**src/sv/pcs_pkg.sv**
```systemverilog
// ----------------------------------------------------------------------------
// pcs_pkg
// Shared types and constants for the power channel sequencer.
// ----------------------------------------------------------------------------
`default_nettype none

package pcs_pkg;

  // Stream and register port widths
  localparam int unsigned TDATA_W  = 16;
  localparam int unsigned PADDR_W  = 5;
  localparam int unsigned PDATA_W  = 32;

  // Fixed lengths of the power-on sequence waits, in ticks
  localparam logic [15:0] RELAY_SETTLE_TICKS = 16'd100;
  localparam logic [15:0] PULSE_TICKS        = 16'd100;
  localparam logic [15:0] GAP_TICKS          = 16'd50;
  localparam logic [15:0] ACTIVATE_TICKS     = 16'd200;

  // Phase codes
  localparam logic [2:0] PH_RUN      = 3'd0;
  localparam logic [2:0] PH_DEBOUNCE = 3'd1;
  localparam logic [2:0] PH_RELAY    = 3'd2;
  localparam logic [2:0] PH_PULSE    = 3'd3;
  localparam logic [2:0] PH_GAP      = 3'd4;
  localparam logic [2:0] PH_ACTIVATE = 3'd5;
  localparam logic [2:0] PH_FAULT    = 3'd6;

  // Register indexes (byte address / 4)
  localparam logic [2:0] REG_TEMP_LIMIT    = 3'd0;
  localparam logic [2:0] REG_IGN_TIMEOUT   = 3'd1;
  localparam logic [2:0] REG_POWER_ENABLE  = 3'd2;
  localparam logic [2:0] REG_DEBOUNCE      = 3'd3;
  localparam logic [2:0] REG_FAULT_OFF     = 3'd4;
  localparam logic [2:0] REG_MAX_RETRIES   = 3'd5;

  // Register reset values
  localparam logic [11:0] TEMP_LIMIT_RST   = 12'd960;
  localparam logic [31:0] IGN_TIMEOUT_RST  = 32'd60000;
  localparam logic [9:0]  DEBOUNCE_RST     = 10'd50;
  localparam logic [15:0] FAULT_OFF_RST    = 16'd30000;
  localparam logic [3:0]  MAX_RETRIES_RST  = 4'd3;

  // One result item, last field in the lowest bit
  typedef struct packed {
    logic [2:0] phase_now;
    logic       ch1_held_off;
    logic [3:0] retries_used;
    logic       powered;
    logic       ch4_on;
    logic       ch3_on;
    logic       ch2_on;
    logic       ch1_on;
    logic       relay_on;
  } pcs_result_t;

endpackage

`default_nettype wire

```
**src/sv/power_channel_sequencer_top.sv**
```systemverilog
// ----------------------------------------------------------------------------
// power_channel_sequencer_top
// Tick-driven relay and channel power sequencer with ignition debounce,
// over-temperature and ignition-off shutdown, and channel 1 fault retry.
// ----------------------------------------------------------------------------
//
//  Channel   Direction  Handshake                 Content
//  in_       slave      tvalid / tready           one tick: ignition, fault, temp
//  out_      master     tvalid / tready           outputs and phase after the tick
//  cfg_      APB slave  psel / penable / pready   six control registers
//
// One tick transaction per clock sustained while out_tready is high. A tick is
// captured in the input register, its state update is computed from there
// and lands in the result register together with the new sequencer state.
// The input stage keeps accepting while a result waits, and stalls only when
// both the input and result registers are full and out_tready is low.
// rst_n is synchronous; it restores the register defaults and the idle state.
`default_nettype none

module power_channel_sequencer_top (
  input  wire                          clk,
  input  wire                          rst_n,
  // tdata: [0] ign_level, [1] fault_level, [13:2] temp_sample, [15:14] zero
  input  wire [pcs_pkg::TDATA_W-1:0]   in_tdata,
  // tuser: [0] temp_valid
  input  wire                          in_tuser,
  input  wire                          in_tvalid,
  output logic                         in_tready,
  // tdata: [0] relay_on, [1] ch1_on, [2] ch2_on, [3] ch3_on, [4] ch4_on,
  //        [5] powered, [9:6] retries_used, [10] ch1_held_off,
  //        [13:11] phase_now, [15:14] zero
  output logic [pcs_pkg::TDATA_W-1:0]  out_tdata,
  output logic                         out_tvalid,
  input  wire                          out_tready,
  input  wire                          cfg_psel,
  input  wire                          cfg_penable,
  input  wire                          cfg_pwrite,
  input  wire  [pcs_pkg::PADDR_W-1:0]  cfg_paddr,
  input  wire  [pcs_pkg::PDATA_W-1:0]  cfg_pwdata,
  output logic [pcs_pkg::PDATA_W-1:0]  cfg_prdata,
  output logic                         cfg_pready
);

  import pcs_pkg::*;

  // Configuration registers
  logic signed [11:0] temp_limit_r;
  logic [31:0]        ign_timeout_r;
  logic               power_enable_r;
  logic [9:0]         debounce_r;
  logic [15:0]        fault_off_r;
  logic [3:0]         max_retries_r;

  // Sequencer state
  logic [2:0]         phase_r,   phase_nxt;
  logic [15:0]        wait_r,    wait_nxt;
  logic               ign_r,     ign_nxt;
  logic [31:0]        since_r,   since_nxt;
  logic signed [11:0] temp_r,    temp_nxt;
  logic [3:0]         chan_r,    chan_nxt;
  logic               relay_r,   relay_nxt;
  logic               done_r,    done_nxt;
  logic [3:0]         retry_r,   retry_nxt;
  logic               held_nxt;

  // Pipeline registers
  logic [TDATA_W-1:0] in_data_r;
  logic               in_user_r;
  logic               in_vld_r;
  logic [TDATA_W-1:0] out_data_r;
  logic               out_vld_r;

  // Working signals
  logic               advance;
  logic               cfg_wr;
  logic [2:0]         cfg_idx;
  logic               cur_ign;
  logic               cur_fault;
  logic [15:0]        wlen;
  logic               do_ign;
  logic               do_pwr;
  logic               hot;
  logic               timed;
  pcs_result_t        res;

  // --------------------------------------------------------------------------
  // Configuration port
  // --------------------------------------------------------------------------
  assign cfg_pready = 1'b1;
  assign cfg_wr     = cfg_psel & cfg_penable & cfg_pwrite & cfg_pready;
  assign cfg_idx    = cfg_paddr[PADDR_W-1:2];

  always_ff @(posedge clk) begin
    if (!rst_n) begin
      temp_limit_r   <= TEMP_LIMIT_RST;
      ign_timeout_r  <= IGN_TIMEOUT_RST;
      power_enable_r <= 1'b1;
      debounce_r     <= DEBOUNCE_RST;
      fault_off_r    <= FAULT_OFF_RST;
      max_retries_r  <= MAX_RETRIES_RST;
    end else if (cfg_wr) begin
      unique case (cfg_idx)
        REG_TEMP_LIMIT:   temp_limit_r   <= cfg_pwdata[11:0];
        REG_IGN_TIMEOUT:  ign_timeout_r  <= cfg_pwdata;
        REG_POWER_ENABLE: power_enable_r <= cfg_pwdata[0];
        REG_DEBOUNCE:     debounce_r     <= cfg_pwdata[9:0];
        REG_FAULT_OFF:    fault_off_r    <= cfg_pwdata[15:0];
        REG_MAX_RETRIES:  max_retries_r  <= cfg_pwdata[3:0];
        default: ;
      endcase
    end
  end

  // Read back
  always_comb begin
    unique case (cfg_idx)
      REG_TEMP_LIMIT:   cfg_prdata = {20'd0, temp_limit_r};
      REG_IGN_TIMEOUT:  cfg_prdata = ign_timeout_r;
      REG_POWER_ENABLE: cfg_prdata = {31'd0, power_enable_r};
      REG_DEBOUNCE:     cfg_prdata = {22'd0, debounce_r};
      REG_FAULT_OFF:    cfg_prdata = {16'd0, fault_off_r};
      REG_MAX_RETRIES:  cfg_prdata = {28'd0, max_retries_r};
      default:          cfg_prdata = '0;
    endcase
  end

  // --------------------------------------------------------------------------
  // Handshake: input register feeds the update, result register holds output
  // --------------------------------------------------------------------------
  assign advance   = !out_vld_r || out_tready;
  assign in_tready = !in_vld_r || advance;

  always_ff @(posedge clk) begin
    if (!rst_n) begin
      in_vld_r <= 1'b0;
    end else if (in_tready) begin
      in_vld_r <= in_tvalid;
    end
  end

  always_ff @(posedge clk) begin
    if (in_tready && in_tvalid) begin
      in_data_r <= in_tdata;
      in_user_r <= in_tuser;
    end
  end

  assign cur_ign   = in_data_r[0];
  assign cur_fault = in_data_r[1];

  // Length of the wait in the current phase
  always_comb begin
    unique case (phase_r)
      PH_DEBOUNCE: wlen = {6'd0, debounce_r};
      PH_RELAY:    wlen = RELAY_SETTLE_TICKS;
      PH_PULSE:    wlen = PULSE_TICKS;
      PH_GAP:      wlen = GAP_TICKS;
      PH_ACTIVATE: wlen = ACTIVATE_TICKS;
      PH_FAULT:    wlen = fault_off_r;
      default:     wlen = 16'd0;
    endcase
  end

  // --------------------------------------------------------------------------
  // Tick update
  // --------------------------------------------------------------------------
  always_comb begin
    phase_nxt = phase_r;
    wait_nxt  = wait_r;
    ign_nxt   = ign_r;
    since_nxt = since_r;
    temp_nxt  = temp_r;
    chan_nxt  = chan_r;
    relay_nxt = relay_r;
    done_nxt  = done_r;
    retry_nxt = retry_r;
    held_nxt  = 1'b0;
    do_ign    = 1'b0;
    do_pwr    = 1'b0;
    hot       = 1'b0;
    timed     = 1'b0;

    if (since_nxt != '1) since_nxt = since_nxt + 32'd1;

    if (phase_r != PH_RUN) begin
      if (phase_r > PH_FAULT) begin
        phase_nxt = PH_RUN;
        wait_nxt  = 16'd0;
      end else begin
        if (wait_nxt != '1) wait_nxt = wait_nxt + 16'd1;
        // Wait expired: finish the phase; after a fault or debounce wait, carry on in the same tick
        if (wait_nxt >= wlen) begin
          phase_nxt = PH_RUN;
          wait_nxt  = 16'd0;
          unique case (phase_r)
            PH_FAULT: begin
              chan_nxt[0] = 1'b1;
              if (retry_nxt != 4'hF) retry_nxt = retry_nxt + 4'd1;
              if (retry_nxt >= max_retries_r) begin
                chan_nxt[0] = 1'b0;
                held_nxt    = 1'b1;
              end
              do_ign = 1'b1;
            end
            PH_DEBOUNCE: begin
              if (cur_ign != ign_nxt) begin
                ign_nxt   = cur_ign;
                since_nxt = 32'd0;
              end
              do_pwr = 1'b1;
            end
            PH_RELAY: begin
              chan_nxt[0] = 1'b1;
              phase_nxt   = PH_PULSE;
            end
            PH_PULSE: begin
              chan_nxt[0] = 1'b0;
              phase_nxt   = PH_GAP;
            end
            PH_GAP: begin
              chan_nxt[0] = 1'b1;
              phase_nxt   = PH_ACTIVATE;
            end
            PH_ACTIVATE: begin
              chan_nxt[3:1] = 3'b111;
              done_nxt      = 1'b1;
            end
            default: ;
          endcase
        end
      end
    end else begin
      // Run phase: latch temperature, then channel 1 fault handling
      if (in_user_r) temp_nxt = in_data_r[13:2];
      if (chan_nxt[0] && cur_fault) begin
        if (retry_nxt < max_retries_r) begin
          chan_nxt[0] = 1'b0;
          phase_nxt   = PH_FAULT;
          wait_nxt    = 16'd0;
          // Zero off time: the retry completes in this tick
          if (fault_off_r == 16'd0) begin
            phase_nxt   = PH_RUN;
            chan_nxt[0] = 1'b1;
            if (retry_nxt != 4'hF) retry_nxt = retry_nxt + 4'd1;
            if (retry_nxt >= max_retries_r) begin
              chan_nxt[0] = 1'b0;
              held_nxt    = 1'b1;
            end
            do_ign = 1'b1;
          end
        end else begin
          chan_nxt[0] = 1'b0;
          held_nxt    = 1'b1;
          do_ign      = 1'b1;
        end
      end else begin
        do_ign = 1'b1;
      end
    end

    // Ignition check: a changed level starts the debounce wait, or is taken at once when debounce is zero
    if (do_ign) begin
      if (cur_ign != ign_nxt) begin
        phase_nxt = PH_DEBOUNCE;
        wait_nxt  = 16'd0;
        if (debounce_r == 10'd0) begin
          phase_nxt = PH_RUN;
          ign_nxt   = cur_ign;
          since_nxt = 32'd0;
          do_pwr    = 1'b1;
        end
      end else begin
        do_pwr = 1'b1;
      end
    end

    // Power logic: shutdown conditions, else start the power-on sequence
    if (do_pwr) begin
      hot   = temp_nxt >= temp_limit_r;
      timed = !ign_nxt && (since_nxt >= ign_timeout_r);
      if (power_enable_r) begin
        if (hot || timed) begin
          if (done_nxt) begin
            chan_nxt  = 4'd0;
            relay_nxt = 1'b0;
            done_nxt  = 1'b0;
          end
        end else if (ign_nxt && !done_nxt) begin
          relay_nxt = 1'b1;
          phase_nxt = PH_RELAY;
          wait_nxt  = 16'd0;
        end
      end else if (done_nxt) begin
        chan_nxt  = 4'd0;
        relay_nxt = 1'b0;
        done_nxt  = 1'b0;
      end
    end
  end

  // Result item from the updated state
  always_comb begin
    res.relay_on     = relay_nxt;
    res.ch1_on       = chan_nxt[0];
    res.ch2_on       = chan_nxt[1];
    res.ch3_on       = chan_nxt[2];
    res.ch4_on       = chan_nxt[3];
    res.powered      = done_nxt;
    res.retries_used = retry_nxt;
    res.ch1_held_off = held_nxt;
    res.phase_now    = phase_nxt;
  end

  // --------------------------------------------------------------------------
  // State and result registers
  // --------------------------------------------------------------------------
  always_ff @(posedge clk) begin
    if (!rst_n) begin
      phase_r   <= PH_RUN;
      wait_r    <= 16'd0;
      ign_r     <= 1'b0;
      since_r   <= 32'd0;
      temp_r    <= 12'sd0;
      chan_r    <= 4'd0;
      relay_r   <= 1'b0;
      done_r    <= 1'b0;
      retry_r   <= 4'd0;
      out_vld_r <= 1'b0;
    end else if (advance) begin
      out_vld_r <= in_vld_r;
      if (in_vld_r) begin
        phase_r <= phase_nxt;
        wait_r  <= wait_nxt;
        ign_r   <= ign_nxt;
        since_r <= since_nxt;
        temp_r  <= temp_nxt;
        chan_r  <= chan_nxt;
        relay_r <= relay_nxt;
        done_r  <= done_nxt;
        retry_r <= retry_nxt;
      end
    end
  end

  always_ff @(posedge clk) begin
    if (advance && in_vld_r) begin
      out_data_r <= {{(TDATA_W - $bits(pcs_result_t)){1'b0}}, res};
    end
  end

  assign out_tdata  = out_data_r;
  assign out_tvalid = out_vld_r;

endmodule

`default_nettype wire
```
**config.mk**
```make
export PLATFORM = sky130hd
export DESIGN_NAME = power_channel_sequencer_top
export DESIGN_NICKNAME = d
export VERILOG_FILES = /design/src/sv/pcs_pkg.sv /design/src/sv/power_channel_sequencer_top.sv
export SDC_FILE = /design/constraint.sdc
export NUM_CORES = 1
export LEC_CHECK = 0
export BUFFER_PORTS_ARGS = -buffer_cell sky130_fd_sc_hd__buf_2
export CAP_MARGIN = 20
export CORE_AREA = 2 2 143 145
export CTS_BUF_LIST = sky130_fd_sc_hd__clkbuf_4 sky130_fd_sc_hd__clkbuf_8
export DETAILED_ROUTE_END_ITERATION = 12
export DIE_AREA = 0 0 145 147
export PLACE_DENSITY = 0.74
export RECOVER_POWER = 50
export SLEW_MARGIN = 20
export SYNTH_ARGS = -nofsm -noshare
export SYNTH_HDL_FRONTEND = slang
export SYNTH_SLANG_ARGS = --single-unit
export TNS_END_PERCENT = 30
```
**constraint.sdc**
```tcl
create_clock -name clk -period 7.2 [get_ports clk]
set_input_delay 0.36 -clock clk [delete_from_list [all_inputs] [get_ports clk]]
set_output_delay 0.36 -clock clk [all_outputs]
set_load 0.005 [all_outputs]
```
======== After elaboration in Yosys (flattened, before gate mapping) ========
Index checks and enable logic that the tools add are counted.
operators by class
  add/sub/neg operators ................... 3
  $lt $le $gt $ge ......................... 7
  eq/ne operators ......................... 16
  multiplexer cells ....................... 115
  bitwise logic cells ..................... 2
  reductions and logical operators ........ 25
operators with widths
  cell                                                                    count
  32-bit two-way mux                                                      9
  16-bit two-way mux                                                      14
  32-bit one-hot mux with 6 select lines                                  1
  4-bit two-way mux                                                       22
  16-bit one-hot mux with 5 select lines                                  1
  1-bit two-way mux                                                       50
  3-bit two-way mux                                                       14
  32-bit by 1-bit adder with 32-bit output (second input constant)        1
  32-bit >= comparator                                                    1
  32-bit != test (second input constant)                                  1
  12-bit two-way mux                                                      2
  16-bit by 1-bit adder with 16-bit output (second input constant)        1
  16-bit >= comparator                                                    1
  16-bit logical NOT                                                      1
  16-bit != test (second input constant)                                  1
  3-bit equality test (second input constant)                             5
  2-bit AND reduction                                                     7
  3-bit by 2-bit equality test with 1-bit output (second input constant)  4
  12-bit >= comparator                                                    1
  10-bit logical NOT                                                      1
  3-bit one-hot mux with 3 select lines                                   1
  4-bit >= comparator                                                     2
  3-bit by 1-bit equality test with 1-bit output (second input constant)  2
  1-bit logical AND                                                       5
  other kinds (12)                                                        20
word-level totals
  register bits ........................... 180
  input bits .............................. 61
  output and inout bits ................... 51
  word-level logic and storage cells ...... 188

======== Depth between registers and ports, before layout ========
  depth in word-level cells ............... 18
  gate-level depth with buffers ........... 27
  depth with buffers taken out ............ 26

======== Least setup slack after synthesis ========
No wires, ideal clock.
  kind .................................... register to register
  start ................................... register wait_r[5]
  end ..................................... register out_data_r[1], in the netlist out_tdata[1], data pin
  library setup time ...................... 271 ps
  data arrival time ....................... 5617 ps
  data required time ...................... 6929 ps
  slack ................................... 1312 ps
  stages on the path, launching flop included .. 24
  buffers on the path ..................... 2
  period minus slack after synthesis ...... 5888 ps
  cells stage by stage .................... dfxtp_1 nand4_1 nor3_1 nand4_1 nor3_1 mux2_2 ha_1 nand4_1 nor4_1 a311oi_2 a21o_1 a21oi_1 clkbuf_1 clkbuf_1 nor2_1 ha_1 nand4_1 or4_1 a31oi_1 a211o_1 a221o_1 a31oi_1 nor3_2 nor2_1
on the way
  word-level cells in the longest chain between the ends .. 17
  elaborated cells on any way between the ends .. 42
  those cells by class .................... add/sub (1); order compare (2); eq/ne (2); mux (34); reduce/logical (3)
RTL lines
  what                                                                               line                                source
  from (decl)                                                                        power_channel_sequencer_top.sv:56   logic [15:0] wait_r, wait_nxt;
  from (signal assigned)                                                             power_channel_sequencer_top.sv:333  wait_r <= wait_nxt;
  16-bit by 1-bit adder with 16-bit output / 16-bit != test (equally long branches)  power_channel_sequencer_top.sv:190  if (wait_nxt != '1) wait_nxt = wait_nxt + 16'd1;
  16-bit two-way mux *                                                               power_channel_sequencer_top.sv:190
  16-bit two-way mux *                                                               power_channel_sequencer_top.sv:186  if (phase_r > PH_FAULT) begin
  16-bit two-way mux *                                                               power_channel_sequencer_top.sv:185  if (phase_r != PH_RUN) begin
  16-bit >= comparator *                                                             power_channel_sequencer_top.sv:192  if (wait_nxt >= wlen) begin
  32-bit two-way mux / 1-bit two-way mux (equally long branches)                     power_channel_sequencer_top.sv:192
  32-bit two-way mux / 1-bit two-way mux (equally long branches)                     power_channel_sequencer_top.sv:186
  32-bit two-way mux / 1-bit two-way mux (equally long branches)                     power_channel_sequencer_top.sv:185
  (+3 left out)                                                                      --
  named net since_nxt[13]                                                            power_channel_sequencer_top.sv:58   logic [31:0] since_r, since_nxt;
  32-bit >= comparator *                                                             power_channel_sequencer_top.sv:280  timed = !ign_nxt && (since_nxt >= ign_timeout_r);
  1-bit logical AND *                                                                power_channel_sequencer_top.sv:280
  1-bit logical OR *                                                                 power_channel_sequencer_top.sv:282  if (hot || timed) begin
  4-bit two-way mux *                                                                power_channel_sequencer_top.sv:282
  4-bit two-way mux *                                                                power_channel_sequencer_top.sv:281  if (power_enable_r) begin
  4-bit two-way mux *                                                                power_channel_sequencer_top.sv:278  if (do_pwr) begin
  named net chan_nxt[0]                                                              power_channel_sequencer_top.sv:60   logic [3:0] chan_r, chan_nxt;
  to (signal assigned)                                                               power_channel_sequencer_top.sv:347  out_data_r <= {{(TDATA_W - $bits(pcs_result_t)){1'b0}}, res};
  to (decl)                                                                          power_channel_sequencer_top.sv:70   logic [TDATA_W-1:0] out_data_r;
Mark *: on every way through the listed nets, which the timed path passes. The rest lies on a longest branch. The select of a mux whose other input is x is not followed.
A chain may end at the register's enable or synchronous reset.

==> flow_metrics.env <==
export IMPL_outcome="complete, but fails checks"
export IMPL_violations="capacitance limit, slew limit"
export IMPL_path_class="in2reg"
export IMPL_wirelength_um=28200
export IMPL_crit_chain="buf_2, clkbuf_1, clkinvlp_2, buf_4, nor3_1, a41o_1"
export IMPL_swShare_pct=27.6
export IMPL_dpl_hpwl_um=20000
export IMPL_finalClockSkew_ns=0.0144
export IMPL_power_switching_uw=569
export IMPL_ys_warn_count=0
export IMPL_drt_iter0_drc=640
export IMPL_fill_cells=1819
export IMPL_maxCapViolCount=3
export IMPL_tightest_slew_ns=3.42
export IMPL_synth_edff_count=29
export IMPL_finalHoldViolations=0
export IMPL_clock_latency_ns=0.48
export IMPL_io_pins=112
export IMPL_rsz0062_at_grt="no"
export IMPL_synth_cells=1359
export IMPL_synth_seq_cells=180
export IMPL_wl_per_cell_um=16.5
export IMPL_cts_max_path_buffers=2
export IMPL_grt_max_degree=68
export IMPL_powerDensity_nw_per_um2=175
export IMPL_min_path_type="in2reg"
export IMPL_synthArstFlopShare_pct=0
export IMPL_grt_pass1_wl_um=45400
export IMPL_coreArea_um2=19800
export IMPL_max_stage_delay_ns=2.94
export IMPL_drtPass1Iterations=5
export IMPL_cp_arrival_ns=7.06
export IMPL_p_int_uw=1490
export IMPL_cp_max_fo=67
export IMPL_die_h_um=147
export IMPL_cts_buffers=17
export IMPL_post_route_period_util_pct=92.3
export IMPL_via_count=9845
export IMPL_placed_area_um2=11300
export IMPL_mostFrequentLayoutCell="nand2_1"
export IMPL_htreeDepth=4
export IMPL_p_leak_uw=0.00462
export IMPL_synth_area_leaders="dfxtp_1, nand2_1, ha_1"
export IMPL_wl_met3_um=1630
export IMPL_most_common_layout_cells="nand2_1, dfxtp_1, a21oi_1"
export IMPL_dieArea_um2=21300
export IMPL_p_clk_share_pct=36.8
export IMPL_ir_drop_uv=120
export IMPL_clockRootBuffer="clkbuf_8"
export IMPL_via_per_inst=5.78
export IMPL_top_layer="met4"
export IMPL_post_cts_setup_buffer_count=0
export IMPL_synth_area_per_cell_um2=7.86
export IMPL_cts_num_sinks=180
export IMPL_antenna_found_initial=0
export IMPL_hold_buffers=0
export IMPL_timing_hold_ws_ns=0.0439
export IMPL_setup_viol=0
export IMPL_pwr_share_comb_pct=11.8
export IMPL_slew_viol_final=174
export IMPL_yosysTopAreaCellShare_pct=28.3
export IMPL_synthToLayoutAreaGrowth_pct=9.84
export IMPL_r2r_start="wait_r[5]"
export IMPL_p_seq_share_pct=51.4
export IMPL_drc=0
export IMPL_fin_area_um2=11700
export IMPL_port_buffers=104
export IMPL_yosysSeqAreaShare_pct=36.5
export IMPL_grt_pass1_vias=8964
export IMPL_crit_path_end_kind="flop"
export IMPL_met2_length_um=13000
export IMPL_nets=1551
export IMPL_period_minus_slack_ns=6.65
export IMPL_drive_above_1_share_pct=11.1
export IMPL_finalPower_uw=2060
export IMPL_crit_path_start="rst_n"
export IMPL_worstHoldStart="in_tdata[9]"
export IMPL_fp_dieW_um=145
export IMPL_grt_usage_pct=26.1
export IMPL_wl_met1_um=13000
export IMPL_syn_area_um2=10700
export IMPL_setup_tns_ns=0
export IMPL_ctsResizeCount=0
export IMPL_antenna_cells=0
export IMPL_placedCellCount=1671
export IMPL_final_cells=1703
export IMPL_initial_core_util_pct=53.8
export IMPL_yosys_area_top_type="dfxtp_1"
export IMPL_ys_types=69
export IMPL_synth_flop_cell="dfxtp_1"
export IMPL_clock_fmax_mhz=150
export IMPL_cp_data_required_time_ns=7.61
export IMPL_startpoint_type="input pin"
export IMPL_worst_setup_hold_path_clk_slew_ns=0.10
export IMPL_slew_headroom_pct=-128
export IMPL_cts_tree="done"
export IMPL_cp_slowest_cell="clkinvlp_2"
export IMPL_grt_remaining_overflow=0
export IMPL_ant_nets=0
export IMPL_row_count=52
export IMPL_place_congestion=0.916
[kinds of logic (layout without fill, tap and decap cells)]
group           after synthesis  after routing  share of synthesized area [%]
compound gates              307            307                           17.6
xor+xnor                     44             44                           3.61
fa+ha+maj                    70             70                           8.20
buf+inv                     141            214                           5.15
flops                       180            180                           36.5
mux                          40             40                           4.19
other cells                   2              3                         0.0703
simple gates                575            575                           24.7
[power groups by stage]
stage          sequential (uW)  clock, uW  combinational (uW)
5_1_grt                   1060        804                 269
2_1_floorplan             1080          0                 164
3_3_place_gp              1080          0                 236
4_1_cts                   1060        768                 241
3_5_place_dp              1080          0                 240
6_report                  1060        758                 243
[cell type report]
cell class                      count  area [um2]  area share, %
Clock buffer                       20         256           2.19
Clock inverter                     12         168           1.43
Inverter                           69         260           2.22
Multi-Input combinational cell   1039        6260           53.3
Sequential cell                   180        3890           33.2
Tap cell                          270         338           2.88
Timing Repair Buffer              113         559           4.77
[worst max-delay path: cells and delay by family]
family | cells | cell delay (ns)
simple gates | 1 | 0.27
buf+inv | 4 | 6.28
compound gates | 1 | 0.12
[cells in the mapped netlist, types with 5 or more instances]
library cell and number:
nand2_1 245, dfxtp_1 151, a21oi_1 131, nor2_1 123
ha_1 70, inv_1 67, clkbuf_1 59, nand3_1 54
o21ai_0 50, edfxtp_1 29, and2_1 25, xor2_1 24
nand4_1 22, mux2i_1 20, xnor2_1 20, mux2_2 18
nor3_1 18, o211ai_1 17, nor2b_1 16, and3_1 15
or3_1 15, a22oi_1 12, a21o_1 11, nand2b_1 11
a211oi_1 10, nor4_1 10, o21ai_1 9, a31oi_1 8
o31ai_1 8, buf_1 7, a21boi_0 5, and4_1 5
o22ai_1 5
[path summary, 6_finish.rpt]
check	depth (start not counted)	to	slack, ns
worst max-delay path	6	wait_r[4]	0.55
worst max register to register	24	out_tdata[0]	0.61
worst min register to register	2	temp_r[11]	0.46
worst min-delay path	1	in_data_r[9]	0.04
[state kept, by name, summed over array words and instances (netlist names), 10 cells and up]
name and flops:
debounce_r 10, fault_off_r 16, ign_timeout_r 32, in_data_r 14
out_tdata 14, since_r 32, temp_limit_r 12, temp_r 12
wait_r 16
[per-stage QoR]
stage                     setup WS (ns)  util (%)
after detailed placement          0.661      57.2
after global placement            0.752      57.2
after floorplan                    1.31         -
after CTS                         0.628      59.3
final                             0.554      59.1
after global routing             0.0569      59.1
[per-layer routing]
metal	up-vias	GRT usage [%]
met2	311	42.3
met4	0	7.92
met5	-	0
met3	41	4.69
met1	4593	35.8
li1	4900	-
No activity file was read; power rests on OpenSTA's default activity.
